### src/rtl/bqc_pkg.sv
// Package for the biquad cascade filter core: shared constants, codes and the
// control struct passed from the sequencer to the multiply-accumulate unit.
// No dependencies.
package bqc_pkg;

    // Default sizes, handed to the top-level parameters.
    localparam int MAX_SECTIONS_DEF = 8;
    localparam int SAMPLE_WIDTH_DEF = 16;
    localparam int COEF_WIDTH_DEF   = 24;

    // Fixed number formats.
    localparam int GUARD_BITS        = 8;
    localparam int COEF_INT_BITS     = 4;
    localparam int COEFS_PER_SECTION = 5;

    // Width of fields whose width the item format fixes.
    localparam int OPCODE_W  = 2;
    localparam int SEC_SEL_W = 3;
    localparam int COEF_SEL_W = 3;
    localparam int SEC_COUNT_W = 4;
    localparam int CFG_IDX_W = 1;

    // Opcodes.
    localparam logic [OPCODE_W-1:0] OP_FILTER     = 2'd0;
    localparam logic [OPCODE_W-1:0] OP_WRITE_COEF = 2'd1;
    localparam logic [OPCODE_W-1:0] OP_CLEAR      = 2'd2;

    // Coefficient selects within one section.
    localparam logic [COEF_SEL_W-1:0] COEF_B0 = 3'd0;
    localparam logic [COEF_SEL_W-1:0] COEF_B1 = 3'd1;
    localparam logic [COEF_SEL_W-1:0] COEF_B2 = 3'd2;
    localparam logic [COEF_SEL_W-1:0] COEF_A1 = 3'd3;
    localparam logic [COEF_SEL_W-1:0] COEF_A2 = 3'd4;

    // Configuration register indexes.
    localparam logic [CFG_IDX_W-1:0] CFG_SECTION_COUNT = 1'b0;
    localparam logic [CFG_IDX_W-1:0] CFG_OUTPUT_GAIN   = 1'b1;

    // Control for the shared multiply-accumulate unit.
    typedef struct packed {
        logic mul_en;
        logic acc_clr;
        logic acc_en;
        logic acc_sub;
    } t_mac_ctl;

endpackage

### src/rtl/bqc_if.sv
// Handshake interfaces of the biquad cascade filter core: input items,
// result items and configuration writes. Depends on bqc_pkg.
interface bqc_in_if #(
    parameter int SAMPLE_WIDTH = bqc_pkg::SAMPLE_WIDTH_DEF,
    parameter int COEF_WIDTH   = bqc_pkg::COEF_WIDTH_DEF
);
    logic                                valid;
    logic                                ready;
    logic [bqc_pkg::OPCODE_W-1:0]        opcode;
    logic signed [SAMPLE_WIDTH-1:0]      sample_in;
    logic [bqc_pkg::SEC_SEL_W-1:0]       section_select;
    logic [bqc_pkg::COEF_SEL_W-1:0]      coef_select;
    logic signed [COEF_WIDTH-1:0]        coef_value;

    modport source (output valid, opcode, sample_in, section_select, coef_select,
                    coef_value, input ready);
    modport sink   (input valid, opcode, sample_in, section_select, coef_select,
                    coef_value, output ready);
endinterface

interface bqc_out_if #(
    parameter int SAMPLE_WIDTH = bqc_pkg::SAMPLE_WIDTH_DEF
);
    logic                           valid;
    logic                           ready;
    logic signed [SAMPLE_WIDTH-1:0] sample_out;
    logic                           clipped;

    modport source (output valid, sample_out, clipped, input ready);
    modport sink   (input valid, sample_out, clipped, output ready);
endinterface

interface bqc_cfg_if #(
    parameter int DATA_WIDTH = bqc_pkg::COEF_WIDTH_DEF
);
    logic                            valid;
    logic                            ready;
    logic [bqc_pkg::CFG_IDX_W-1:0]   index;
    logic [DATA_WIDTH-1:0]           data;

    modport source (output valid, index, data, input ready);
    modport sink   (input valid, index, data, output ready);
endinterface

### src/rtl/bqc_ram.sv
// Generic single-write, single-read RAM with registered read data.
// No dependencies.
module bqc_ram #(
    parameter int WIDTH = 24,
    parameter int DEPTH = 40,
    localparam int AW   = (DEPTH > 1) ? $clog2(DEPTH) : 1
) (
    input  logic             i_clk,
    input  logic             i_we,
    input  logic [AW-1:0]    i_waddr,
    input  logic [WIDTH-1:0] i_wdata,
    input  logic [AW-1:0]    i_raddr,
    output logic [WIDTH-1:0] o_rdata
);

    logic [WIDTH-1:0] r_mem [DEPTH];
    logic [WIDTH-1:0] r_rdata;

    // Write port and registered read port.
    always_ff @(posedge i_clk) begin
        if (i_we) begin
            r_mem[i_waddr] <= i_wdata;
        end
        r_rdata <= r_mem[i_raddr];
    end

    assign o_rdata = r_rdata;

endmodule

### src/rtl/bqc_mac.sv
// Shared multiply-accumulate unit: one signed multiplier, a registered product,
// an exact accumulator and the two round-and-saturate stages. Depends on bqc_pkg.
module bqc_mac #(
    parameter int SAMPLE_WIDTH = bqc_pkg::SAMPLE_WIDTH_DEF,
    parameter int COEF_WIDTH   = bqc_pkg::COEF_WIDTH_DEF
) (
    input  logic                                           i_clk,
    input  bqc_pkg::t_mac_ctl                              i_ctl,
    input  logic signed [COEF_WIDTH-1:0]                   i_coef,
    input  logic signed [SAMPLE_WIDTH+bqc_pkg::GUARD_BITS-1:0] i_operand,
    output logic signed [SAMPLE_WIDTH+bqc_pkg::GUARD_BITS-1:0] o_sec_y,
    output logic                                           o_sec_clip,
    output logic signed [SAMPLE_WIDTH-1:0]                 o_out_y,
    output logic                                           o_out_clip
);

    localparam int SIG_W     = SAMPLE_WIDTH + bqc_pkg::GUARD_BITS;
    localparam int PROD_W    = COEF_WIDTH + SIG_W;
    localparam int ACC_W     = PROD_W + 3;
    localparam int SEC_SHIFT = COEF_WIDTH - bqc_pkg::COEF_INT_BITS;
    localparam int OUT_SHIFT = SEC_SHIFT + bqc_pkg::GUARD_BITS;
    localparam logic signed [ACC_W-1:0] SEC_HALF = ACC_W'(1) << (SEC_SHIFT - 1);
    localparam logic signed [ACC_W-1:0] OUT_HALF = ACC_W'(1) << (OUT_SHIFT - 1);

    logic signed [PROD_W-1:0] w_prod;
    logic signed [PROD_W-1:0] r_prod;
    logic signed [ACC_W-1:0]  w_prod_ext;
    logic signed [ACC_W-1:0]  r_acc;
    logic signed [ACC_W-1:0]  w_sec_rnd;
    logic signed [ACC_W-1:0]  w_sec_sh;
    logic signed [ACC_W-1:0]  w_out_rnd;
    logic signed [ACC_W-1:0]  w_out_sh;
    logic                     w_sec_ok;
    logic                     w_out_ok;

    // Multiplier, registered before the accumulator.
    assign w_prod     = PROD_W'(i_coef) * PROD_W'(i_operand);
    assign w_prod_ext = ACC_W'(r_prod);

    always_ff @(posedge i_clk) begin
        if (i_ctl.mul_en) begin
            r_prod <= w_prod;
        end
        if (i_ctl.acc_clr) begin
            r_acc <= '0;
        end else if (i_ctl.acc_en) begin
            r_acc <= i_ctl.acc_sub ? (r_acc - w_prod_ext) : (r_acc + w_prod_ext);
        end
    end

    // Section result: round half up by the coefficient fraction, saturate to a signal.
    assign w_sec_rnd = r_acc + SEC_HALF;
    assign w_sec_sh  = w_sec_rnd >>> SEC_SHIFT;
    assign w_sec_ok  = (&w_sec_sh[ACC_W-1:SIG_W-1]) || !(|w_sec_sh[ACC_W-1:SIG_W-1]);
    assign o_sec_clip = !w_sec_ok;
    assign o_sec_y = w_sec_ok ? w_sec_sh[SIG_W-1:0] :
                     (w_sec_sh[ACC_W-1] ? {1'b1, {(SIG_W-1){1'b0}}}
                                        : {1'b0, {(SIG_W-1){1'b1}}});

    // Output result: also drop the guard bits, saturate to a sample.
    assign w_out_rnd = r_acc + OUT_HALF;
    assign w_out_sh  = w_out_rnd >>> OUT_SHIFT;
    assign w_out_ok  = (&w_out_sh[ACC_W-1:SAMPLE_WIDTH-1])
                    || !(|w_out_sh[ACC_W-1:SAMPLE_WIDTH-1]);
    assign o_out_clip = !w_out_ok;
    assign o_out_y = w_out_ok ? w_out_sh[SAMPLE_WIDTH-1:0] :
                     (w_out_sh[ACC_W-1] ? {1'b1, {(SAMPLE_WIDTH-1){1'b0}}}
                                        : {1'b0, {(SAMPLE_WIDTH-1){1'b1}}});

endmodule

### src/rtl/biquad_cascade_filter_core.sv
// Top level of the biquad cascade filter core: sequencer, delay registers,
// configuration registers and result register. Depends on bqc_pkg, bqc_if,
// bqc_ram and bqc_mac.
//
//  Channel   Direction  Handshake      Carries
//  i_in      sink       valid/ready    opcode, sample_in, section/coef select, coef_value
//  o_out     source     valid/ready    sample_out, clipped
//  i_cfg     sink       valid/ready    register index, data (always ready)
//
// A filter item runs through each active section and then the gain stage
// before its result is shown; the pace is set by the single shared multiplier
// and the registered coefficient memory read, and no new item is taken while
// the block is busy. Coefficient writes and delay clears complete in the idle
// state and give no result. Reset clears the delays, the sequencer and the
// section count and sets the gain to unity; coefficients are not cleared. A
// stalled result holds the block until it is taken.
module biquad_cascade_filter_core #(
    parameter int MAX_SECTIONS = bqc_pkg::MAX_SECTIONS_DEF,
    parameter int SAMPLE_WIDTH = bqc_pkg::SAMPLE_WIDTH_DEF,
    parameter int COEF_WIDTH   = bqc_pkg::COEF_WIDTH_DEF
) (
    input  logic        i_clk,
    input  logic        i_rst_n,
    bqc_in_if.sink      i_in,
    bqc_out_if.source   o_out,
    bqc_cfg_if.sink     i_cfg
);

    localparam int SIG_W  = SAMPLE_WIDTH + bqc_pkg::GUARD_BITS;
    localparam int DEPTH  = MAX_SECTIONS * bqc_pkg::COEFS_PER_SECTION;
    localparam int AW     = (DEPTH > 1) ? $clog2(DEPTH) : 1;
    localparam int SEC_W  = (MAX_SECTIONS > 1) ? $clog2(MAX_SECTIONS) : 1;
    localparam int CNT_W  = $clog2(MAX_SECTIONS + 1);
    localparam int CMP_W  = (CNT_W > bqc_pkg::SEC_COUNT_W) ? CNT_W : bqc_pkg::SEC_COUNT_W;
    localparam int WA_W   = 6;
    // Steps of one section: fetch at 0..4, multiply at 1..5, accumulate at 2..6.
    localparam logic [2:0] K_LAST_SEC  = 3'd6;
    localparam logic [2:0] K_LAST_GAIN = 3'd2;

    typedef enum logic [4:0] {
        S_IDLE = 5'b00001,
        S_SEC  = 5'b00010,
        S_UPD  = 5'b00100,
        S_GAIN = 5'b01000,
        S_OUT  = 5'b10000
    } t_state;

    t_state                          r_state;
    logic [2:0]                      r_k;
    logic [SEC_W-1:0]                r_sec;
    logic [AW-1:0]                   r_base;
    logic [CNT_W-1:0]                r_n;
    logic                            r_clip;
    logic signed [SIG_W-1:0]         r_x;
    logic signed [SIG_W-1:0]         r_x1 [MAX_SECTIONS];
    logic signed [SIG_W-1:0]         r_x2 [MAX_SECTIONS];
    logic signed [SIG_W-1:0]         r_y1 [MAX_SECTIONS];
    logic signed [SIG_W-1:0]         r_y2 [MAX_SECTIONS];
    logic [bqc_pkg::SEC_COUNT_W-1:0] r_section_count;
    logic signed [COEF_WIDTH-1:0]    r_gain;
    logic signed [SAMPLE_WIDTH-1:0]  r_sample_out;
    logic                            r_clipped;

    logic                            w_in_acc;
    logic                            w_last_sec;
    logic [CMP_W-1:0]                w_cnt_ext;
    logic [CNT_W-1:0]                w_n;
    logic [WA_W-1:0]                 w_waddr;
    logic                            w_we;
    logic [AW-1:0]                   w_raddr;
    logic [COEF_WIDTH-1:0]           w_rdata;
    logic signed [COEF_WIDTH-1:0]    w_coef;
    logic signed [SIG_W-1:0]         w_operand;
    bqc_pkg::t_mac_ctl               w_ctl;
    logic signed [SIG_W-1:0]         w_sec_y;
    logic                            w_sec_clip;
    logic signed [SAMPLE_WIDTH-1:0]  w_out_y;
    logic                            w_out_clip;

    // Handshakes.
    assign i_in.ready  = (r_state == S_IDLE);
    assign i_cfg.ready = 1'b1;
    assign w_in_acc    = i_in.valid && i_in.ready;
    assign o_out.valid      = (r_state == S_OUT);
    assign o_out.sample_out = r_sample_out;
    assign o_out.clipped    = r_clipped;

    // Active section count, limited to the sections built.
    assign w_cnt_ext  = CMP_W'(r_section_count);
    assign w_n        = (w_cnt_ext > CMP_W'(MAX_SECTIONS)) ? CNT_W'(MAX_SECTIONS)
                                                           : CNT_W'(w_cnt_ext);
    assign w_last_sec = ((CNT_W'(r_sec) + CNT_W'(1)) == r_n);

    // Coefficient write address and range check.
    assign w_waddr = WA_W'(i_in.section_select) * WA_W'(bqc_pkg::COEFS_PER_SECTION)
                   + WA_W'(i_in.coef_select);
    assign w_we = w_in_acc && (i_in.opcode == bqc_pkg::OP_WRITE_COEF)
               && (i_in.coef_select <= bqc_pkg::COEF_A2)
               && (WA_W'(i_in.section_select) < WA_W'(MAX_SECTIONS));
    assign w_raddr = r_base + AW'(r_k);

    bqc_ram #(
        .WIDTH (COEF_WIDTH),
        .DEPTH (DEPTH)
    ) u_coef_ram (
        .i_clk   (i_clk),
        .i_we    (w_we),
        .i_waddr (AW'(w_waddr)),
        .i_wdata (i_in.coef_value),
        .i_raddr (w_raddr),
        .o_rdata (w_rdata)
    );

    // Operand and control for the shared multiply-accumulate unit.
    always_comb begin
        w_ctl     = '0;
        w_operand = r_x;
        w_coef    = signed'(w_rdata);
        unique case (r_state)
            S_SEC: begin
                w_ctl.acc_clr = (r_k == 3'd0);
                w_ctl.mul_en  = (r_k >= 3'd1) && (r_k <= 3'd5);
                w_ctl.acc_en  = (r_k >= 3'd2);
                w_ctl.acc_sub = (r_k >= 3'd5);
                unique case (r_k)
                    3'd2:    w_operand = r_x1[r_sec];
                    3'd3:    w_operand = r_x2[r_sec];
                    3'd4:    w_operand = r_y1[r_sec];
                    3'd5:    w_operand = r_y2[r_sec];
                    default: w_operand = r_x;
                endcase
            end
            S_GAIN: begin
                w_coef        = r_gain;
                w_ctl.mul_en  = (r_k == 3'd0);
                w_ctl.acc_clr = (r_k == 3'd0);
                w_ctl.acc_en  = (r_k == 3'd1);
            end
            default: begin
                w_ctl = '0;
            end
        endcase
    end

    bqc_mac #(
        .SAMPLE_WIDTH (SAMPLE_WIDTH),
        .COEF_WIDTH   (COEF_WIDTH)
    ) u_mac (
        .i_clk      (i_clk),
        .i_ctl      (w_ctl),
        .i_coef     (w_coef),
        .i_operand  (w_operand),
        .o_sec_y    (w_sec_y),
        .o_sec_clip (w_sec_clip),
        .o_out_y    (w_out_y),
        .o_out_clip (w_out_clip)
    );

    // Configuration registers.
    always_ff @(posedge i_clk) begin
        if (!i_rst_n) begin
            r_section_count <= '0;
            r_gain          <= COEF_WIDTH'(1) << (COEF_WIDTH - bqc_pkg::COEF_INT_BITS);
        end else if (i_cfg.valid && i_cfg.ready) begin
            unique case (i_cfg.index)
                bqc_pkg::CFG_SECTION_COUNT:
                    r_section_count <= i_cfg.data[bqc_pkg::SEC_COUNT_W-1:0];
                bqc_pkg::CFG_OUTPUT_GAIN:
                    r_gain <= signed'(i_cfg.data[COEF_WIDTH-1:0]);
                default: begin
                end
            endcase
        end
    end

    // Sequencer and delay registers.
    always_ff @(posedge i_clk) begin
        if (!i_rst_n) begin
            r_state <= S_IDLE;
            r_k     <= '0;
            r_sec   <= '0;
            r_base  <= '0;
            r_n     <= '0;
            r_clip  <= 1'b0;
            for (int i = 0; i < MAX_SECTIONS; i++) begin
                r_x1[i] <= '0;
                r_x2[i] <= '0;
                r_y1[i] <= '0;
                r_y2[i] <= '0;
            end
        end else begin
            unique case (r_state)
                S_IDLE: begin
                    if (w_in_acc) begin
                        unique case (i_in.opcode)
                            bqc_pkg::OP_FILTER: begin
                                r_x     <= {i_in.sample_in, {bqc_pkg::GUARD_BITS{1'b0}}};
                                r_n     <= w_n;
                                r_sec   <= '0;
                                r_base  <= '0;
                                r_k     <= '0;
                                r_clip  <= 1'b0;
                                r_state <= (w_n == '0) ? S_GAIN : S_SEC;
                            end
                            bqc_pkg::OP_CLEAR: begin
                                for (int i = 0; i < MAX_SECTIONS; i++) begin
                                    r_x1[i] <= '0;
                                    r_x2[i] <= '0;
                                    r_y1[i] <= '0;
                                    r_y2[i] <= '0;
                                end
                            end
                            default: begin
                            end
                        endcase
                    end
                end
                S_SEC: begin
                    if (r_k == K_LAST_SEC) begin
                        r_state <= S_UPD;
                    end else begin
                        r_k <= r_k + 3'd1;
                    end
                end
                S_UPD: begin
                    // Shift this section's delays and pass its output on.
                    r_x2[r_sec] <= r_x1[r_sec];
                    r_x1[r_sec] <= r_x;
                    r_y2[r_sec] <= r_y1[r_sec];
                    r_y1[r_sec] <= w_sec_y;
                    r_x         <= w_sec_y;
                    r_clip      <= r_clip | w_sec_clip;
                    r_k         <= '0;
                    if (w_last_sec) begin
                        r_state <= S_GAIN;
                    end else begin
                        r_sec   <= r_sec + SEC_W'(1);
                        r_base  <= r_base + AW'(bqc_pkg::COEFS_PER_SECTION);
                        r_state <= S_SEC;
                    end
                end
                S_GAIN: begin
                    if (r_k == K_LAST_GAIN) begin
                        r_sample_out <= w_out_y;
                        r_clipped    <= r_clip | w_out_clip;
                        r_state      <= S_OUT;
                    end else begin
                        r_k <= r_k + 3'd1;
                    end
                end
                S_OUT: begin
                    if (o_out.ready) begin
                        r_state <= S_IDLE;
                    end
                end
                default: begin
                    r_state <= S_IDLE;
                end
            endcase
        end
    end

    // The block never takes an item while a result is on offer.
    a_no_overlap: assert property (@(posedge i_clk) disable iff (!i_rst_n)
        !(i_in.ready && o_out.valid))
        else $error("input ready while a result is pending");

    // A filter item always leaves the idle state.
    a_filter_busy: assert property (@(posedge i_clk) disable iff (!i_rst_n)
        (w_in_acc && (i_in.opcode == bqc_pkg::OP_FILTER)) |=> !i_in.ready)
        else $error("filter item did not start the sequencer");

    // Section index stays within the active count while sections run.
    a_sec_range: assert property (@(posedge i_clk) disable iff (!i_rst_n)
        ((r_state == S_SEC) || (r_state == S_UPD)) |-> (CNT_W'(r_sec) < r_n))
        else $error("section index beyond active count");

    // A taken result returns the block to accepting items.
    a_out_release: assert property (@(posedge i_clk) disable iff (!i_rst_n)
        (o_out.valid && o_out.ready) |=> (i_in.ready && !o_out.valid))
        else $error("block not idle after result taken");

endmodule
### src/flat_wrapper.sv
// flat-port wrapper written by rule: the top's interface ports become plain ports
module biquad_cascade_filter_core_flat 
#(
    parameter int MAX_SECTIONS = bqc_pkg::MAX_SECTIONS_DEF,
    parameter int SAMPLE_WIDTH = bqc_pkg::SAMPLE_WIDTH_DEF,
    parameter int COEF_WIDTH   = bqc_pkg::COEF_WIDTH_DEF
)
  (i_clk, i_rst_n, i_in_valid, i_in_opcode, i_in_sample_in, i_in_section_select, i_in_coef_select, i_in_coef_value, i_in_ready, o_out_valid, o_out_sample_out, o_out_clipped, o_out_ready, i_cfg_valid, i_cfg_index, i_cfg_data, i_cfg_ready);
  bqc_in_if #(.SAMPLE_WIDTH(SAMPLE_WIDTH), .COEF_WIDTH(COEF_WIDTH)) i_in_i ();
  bqc_out_if #(.SAMPLE_WIDTH(SAMPLE_WIDTH)) o_out_i ();
  bqc_cfg_if i_cfg_i ();
  input  logic i_clk;
  input  logic i_rst_n;
  input wire logic [$bits(i_in_i.valid)-1:0] i_in_valid;
  input wire logic [$bits(i_in_i.opcode)-1:0] i_in_opcode;
  input wire logic [$bits(i_in_i.sample_in)-1:0] i_in_sample_in;
  input wire logic [$bits(i_in_i.section_select)-1:0] i_in_section_select;
  input wire logic [$bits(i_in_i.coef_select)-1:0] i_in_coef_select;
  input wire logic [$bits(i_in_i.coef_value)-1:0] i_in_coef_value;
  output wire logic [$bits(i_in_i.ready)-1:0] i_in_ready;
  output wire logic [$bits(o_out_i.valid)-1:0] o_out_valid;
  output wire logic [$bits(o_out_i.sample_out)-1:0] o_out_sample_out;
  output wire logic [$bits(o_out_i.clipped)-1:0] o_out_clipped;
  input wire logic [$bits(o_out_i.ready)-1:0] o_out_ready;
  input wire logic [$bits(i_cfg_i.valid)-1:0] i_cfg_valid;
  input wire logic [$bits(i_cfg_i.index)-1:0] i_cfg_index;
  input wire logic [$bits(i_cfg_i.data)-1:0] i_cfg_data;
  output wire logic [$bits(i_cfg_i.ready)-1:0] i_cfg_ready;
  assign i_in_i.valid = i_in_valid;
  assign i_in_i.opcode = i_in_opcode;
  assign i_in_i.sample_in = i_in_sample_in;
  assign i_in_i.section_select = i_in_section_select;
  assign i_in_i.coef_select = i_in_coef_select;
  assign i_in_i.coef_value = i_in_coef_value;
  assign i_in_ready = i_in_i.ready;
  assign o_out_valid = o_out_i.valid;
  assign o_out_sample_out = o_out_i.sample_out;
  assign o_out_clipped = o_out_i.clipped;
  assign o_out_i.ready = o_out_ready;
  assign i_cfg_i.valid = i_cfg_valid;
  assign i_cfg_i.index = i_cfg_index;
  assign i_cfg_i.data = i_cfg_data;
  assign i_cfg_ready = i_cfg_i.ready;
  biquad_cascade_filter_core #(.MAX_SECTIONS(MAX_SECTIONS), .SAMPLE_WIDTH(SAMPLE_WIDTH), .COEF_WIDTH(COEF_WIDTH)) u_core (.i_clk(i_clk), .i_rst_n(i_rst_n), .i_in(i_in_i), .o_out(o_out_i), .i_cfg(i_cfg_i));
endmodule
### config.mk
export PLATFORM = sky130hd
export DESIGN_NAME = biquad_cascade_filter_core_flat
export DESIGN_NICKNAME = d
export VERILOG_FILES = /design/src/rtl/bqc_pkg.sv /design/src/rtl/bqc_if.sv /design/src/rtl/bqc_ram.sv /design/src/rtl/bqc_mac.sv /design/src/rtl/biquad_cascade_filter_core.sv /design/src/flat_wrapper.sv
export SDC_FILE = /design/constraint.sdc
export NUM_CORES = 2
export LEC_CHECK = 0
export ABC_AREA = 1
export BUFFER_PORTS_ARGS = -buffer_cell sky130_fd_sc_hd__buf_2
export CORE_MARGIN = 2
export CORE_UTILIZATION = 55
export CTS_CLUSTER_SIZE = 30
export DETAILED_ROUTE_END_ITERATION = 10
export PLACE_DENSITY_LB_ADDON = 0.25
export SETUP_SLACK_MARGIN = 0.3
export SYNTH_ARGS = -nofsm -noshare
export SYNTH_HDL_FRONTEND = slang
export SYNTH_SLANG_ARGS = --single-unit
### constraint.sdc
create_clock -name i_clk -period 22.2 [get_ports i_clk]
set_clock_uncertainty 0.05 [all_clocks]
set_input_delay 4.44 -clock i_clk [delete_from_list [all_inputs] [get_ports i_clk]]
set_output_delay 4.44 -clock i_clk [all_outputs]
set_load 0.005 [all_outputs]
==> run summary <==
post-route ant nets - 0
top cells by area, synth - edfxtp_1, fa_1, nor2_1
antenna violations before repair - 9
max_slew headroom - 21.73%
CTS sink count - 1945
cts repair resizes - 0
end of the worst hold path - u_core.r_gain[11]
Cells after Synth - 10880
Max clock buf depth - 3
FFs w/ async S/R, synth - 0%
sequential cell area - 57140 um^2
DRT Pass-1 Iters - 6
share of the synthesized area in the top cell type - 50.21%
worst hold stages - 2
Hold Crit Class - flip-flop to flip-flop
CP Launch Type - flip-flop
Synth Area in Adders - 13.62%
sequential area share after synthesis - 52.57%
min Tclk post-route - 11.18 ns
Final Hold Viols - 0
largest net degree at the start of global routing - 194
Layout area overhead - 8.281%
Most used DFF post-synth - edfxtp_1
Max stage delay on crit path - 0.88 ns
EDFF count, synth - 1817
fin crit share - 50.34%
most frequent cells after synthesis - nor2_1, edfxtp_1, nand2_1
Nets - 11650
reg2reg path depth - 30
Vias - 80160
number of core rows - 163
xor/xnor cell area share of the yosys netlist - 1.314%
share of layout cells above drive strength 1 - 7.139%
Clock H-tree levels - 4
Max Clock Freq - 89.47 MHz
compound-gate portion of the synthesized area - 9.500%
Synth area leader - edfxtp_1
Die W - 448.5 um
Setup Total Neg Slack - 0 ns
CP Max Fanout - 90
core footprint - 196800 um^2
CTS tree - done
HP Start - u_core.r_gain[11]
CTS Buf Count - 196
R2R setup slack - 11.02 ns
Fill cells - 16360
Worst setup EP type - flip-flop
# IOs - 98
worst-margin pin slew - 1.174 ns
vias in the first global route - 79140
data required time of the critical path - 22.77 ns
top-count cell post-synth - nor2_1
outcome - finished clean
Port Buf Inserts - 96
reg-to-reg critical path endpoint - u_core.u_mac.r_prod[44]
Avg Inst Size Synth - 9.991 um^2
Slew Viols, Final - 0
root buf cell - clkbuf_16
DR DRC count - 0
#FFs+latches synth - 1945
synthesized area - 108700 um^2
CTS Hold Bufs - 0
Synth Net Count - 11770
critical path's most frequent cell - fa_1
CP arrival - 11.74 ns
slowest cell on the critical path - buf_4
Final setup viols - 0
post-detail-place hpwl - 212.4 mm
YS warnings - 0
Initial Util - 55.22%
wire per inst - 24.18 um
Routed Wire Length - 327.9 mm
Netlist cell types - 62
main combinational cell family by area after synthesis - simple AND/OR/NAND/NOR gates
Die Area - 201200 um^2
crit path kind - flip-flop to flip-flop
Vias/cell - 5.912
simple-gate share of the synthesized area - 16.08%
RSZ-0062 raised after global routing - false
fraction of synthesized area in multiplexers - 0.4421%
Setup Buffers After CTS - 0
GPL Wtd Cong - 0.9790
maxcap violations - 0
1st-iter DRT viols - 9172
area taken by multi-input logic gates - 44870 um^2
Tot GR Track Use - 32.20%
Die Ht - 448.5 um
first-pass GRT wire length - 489.4 mm
GRT overflow - 0
Worst-Skew Late Latency - 0.87 ns
Reg clk slew, reported paths - 0.07 ns
area by class of cell:
cell class / count / share of cell area [%]
diodes: 8 / 0.01701
clock buffers: 266 / 4.560
clock inverters: 93 / 0.6911
inverters: 1198 / 3.865
multi-input cells: 7169 / 38.13
flip-flops and latches: 1945 / 48.55
well taps: 2640 / 2.807
repair buffers: 241 / 1.376
layer usage:
layer | up-vias | wire length [um] | global-route usage, % | share of wire, %
met5 | - | 27 | 0 | 0.0082
met4 | 4 | 20990 | 18.72 | 6.4
met3 | 812 | 25740 | 4.345 | 7.8
met2 | 3889 | 158900 | 53.57 | 48
li1 | 35860 | - | - | -
met1 | 39600 | 122200 | 40.52 | 37
worst max path at each step:
stage,slack (ns),depth (start not counted),from,end
CTS,11.19,30,u_core.r_k[0],u_core.u_mac.r_prod[46]
finish,11.02,30,flip-flop,u_core.u_mac.r_prod[44]
global placement,11.37,32,flip-flop,u_core.u_mac.r_prod[46]
floorplan,14.13,7,i_rst_n,u_core.r_x1[4][0]
global route,10.60,30,flip-flop,u_core.u_mac.r_prod[44]
detailed placement,11.19,30,u_core.r_k[0],u_core.u_mac.r_prod[46]
flip-flops by register name, summed over array words and instances (netlist names), 3 cells and up, named ones only:
| register | cells |
|---|---|
| u_core.r_n | 4 |
| u_core.r_y1 | 192 |
| u_core.r_state | 5 |
| u_core.r_sec | 3 |
| u_core.r_base | 6 |
| u_core.u_mac.r_acc | 51 |
| u_core.r_y2 | 192 |
| u_core.o_out.sample_out | 16 |
| u_core.r_k | 3 |
| u_core.r_gain | 24 |
| u_core.u_coef_ram.r_mem | 960 |
| u_core.r_x | 24 |
| u_core.r_x2 | 192 |
| u_core.u_mac.r_prod | 48 |
| u_core.u_coef_ram.o_rdata | 24 |
| u_core.r_section_count | 4 |
| u_core.r_x1 | 192 |
worst max-delay path, delay by kind of cell (launching register included):
kind                       cells  cell delay (ns)
AOI/OAI and AO/OA              4             0.37
DFF                            1             0.70
buffers and inverters          6             3.39
adders and majority gates      8             4.21
xor gates and xnor gates       1             0.07
and+or+nand+nor               11             1.97
stage by stage:
step	std cells	hold WS, ns	utilization, %	setup WS [ns]	cell area [um^2]
6_report	13560	0.4117	59.79	11.02	117700
5_1_grt	13560	0.4237	59.79	10.60	117700
4_1_cts	13550	0.4130	59.78	11.19	117700
3_5_place_dp	13190	0.4034	56.64	11.19	111500
3_3_place_gp	13190	0.3986	56.64	11.37	111500
2_1_floorplan	10880	0.3745	-	14.13	108700
layout by cell type (no fill, tap or decap), types with 184 or more instances in the layout:
| cell type | n |
|---|---|
| inv_1 | 1138 |
| edfxtp_1 | 1817 |
| fa_1 | 610 |
| o21ai_0 | 946 |
| o211ai_1 | 184 |
| nand3_1 | 300 |
| nand2_1 | 1386 |
| clkbuf_16 | 203 |
| nor2_1 | 2356 |
| a21oi_1 | 214 |
| ha_1 | 204 |
logic make-up (layout without fill, tap and decap cells):
family          Yosys count  count (layout)
compound gates         1777            1777
xor+xnor                163             163
fa+ha+maj               816             816
buf+inv                1763            1798
flops                  1945            1945
mux                      48              48
other cells               1               9
simple gates           4364            4364
Power is not shown: default switching activity piles up to over one toggle a cycle in this logic, so the estimate is an artifact.
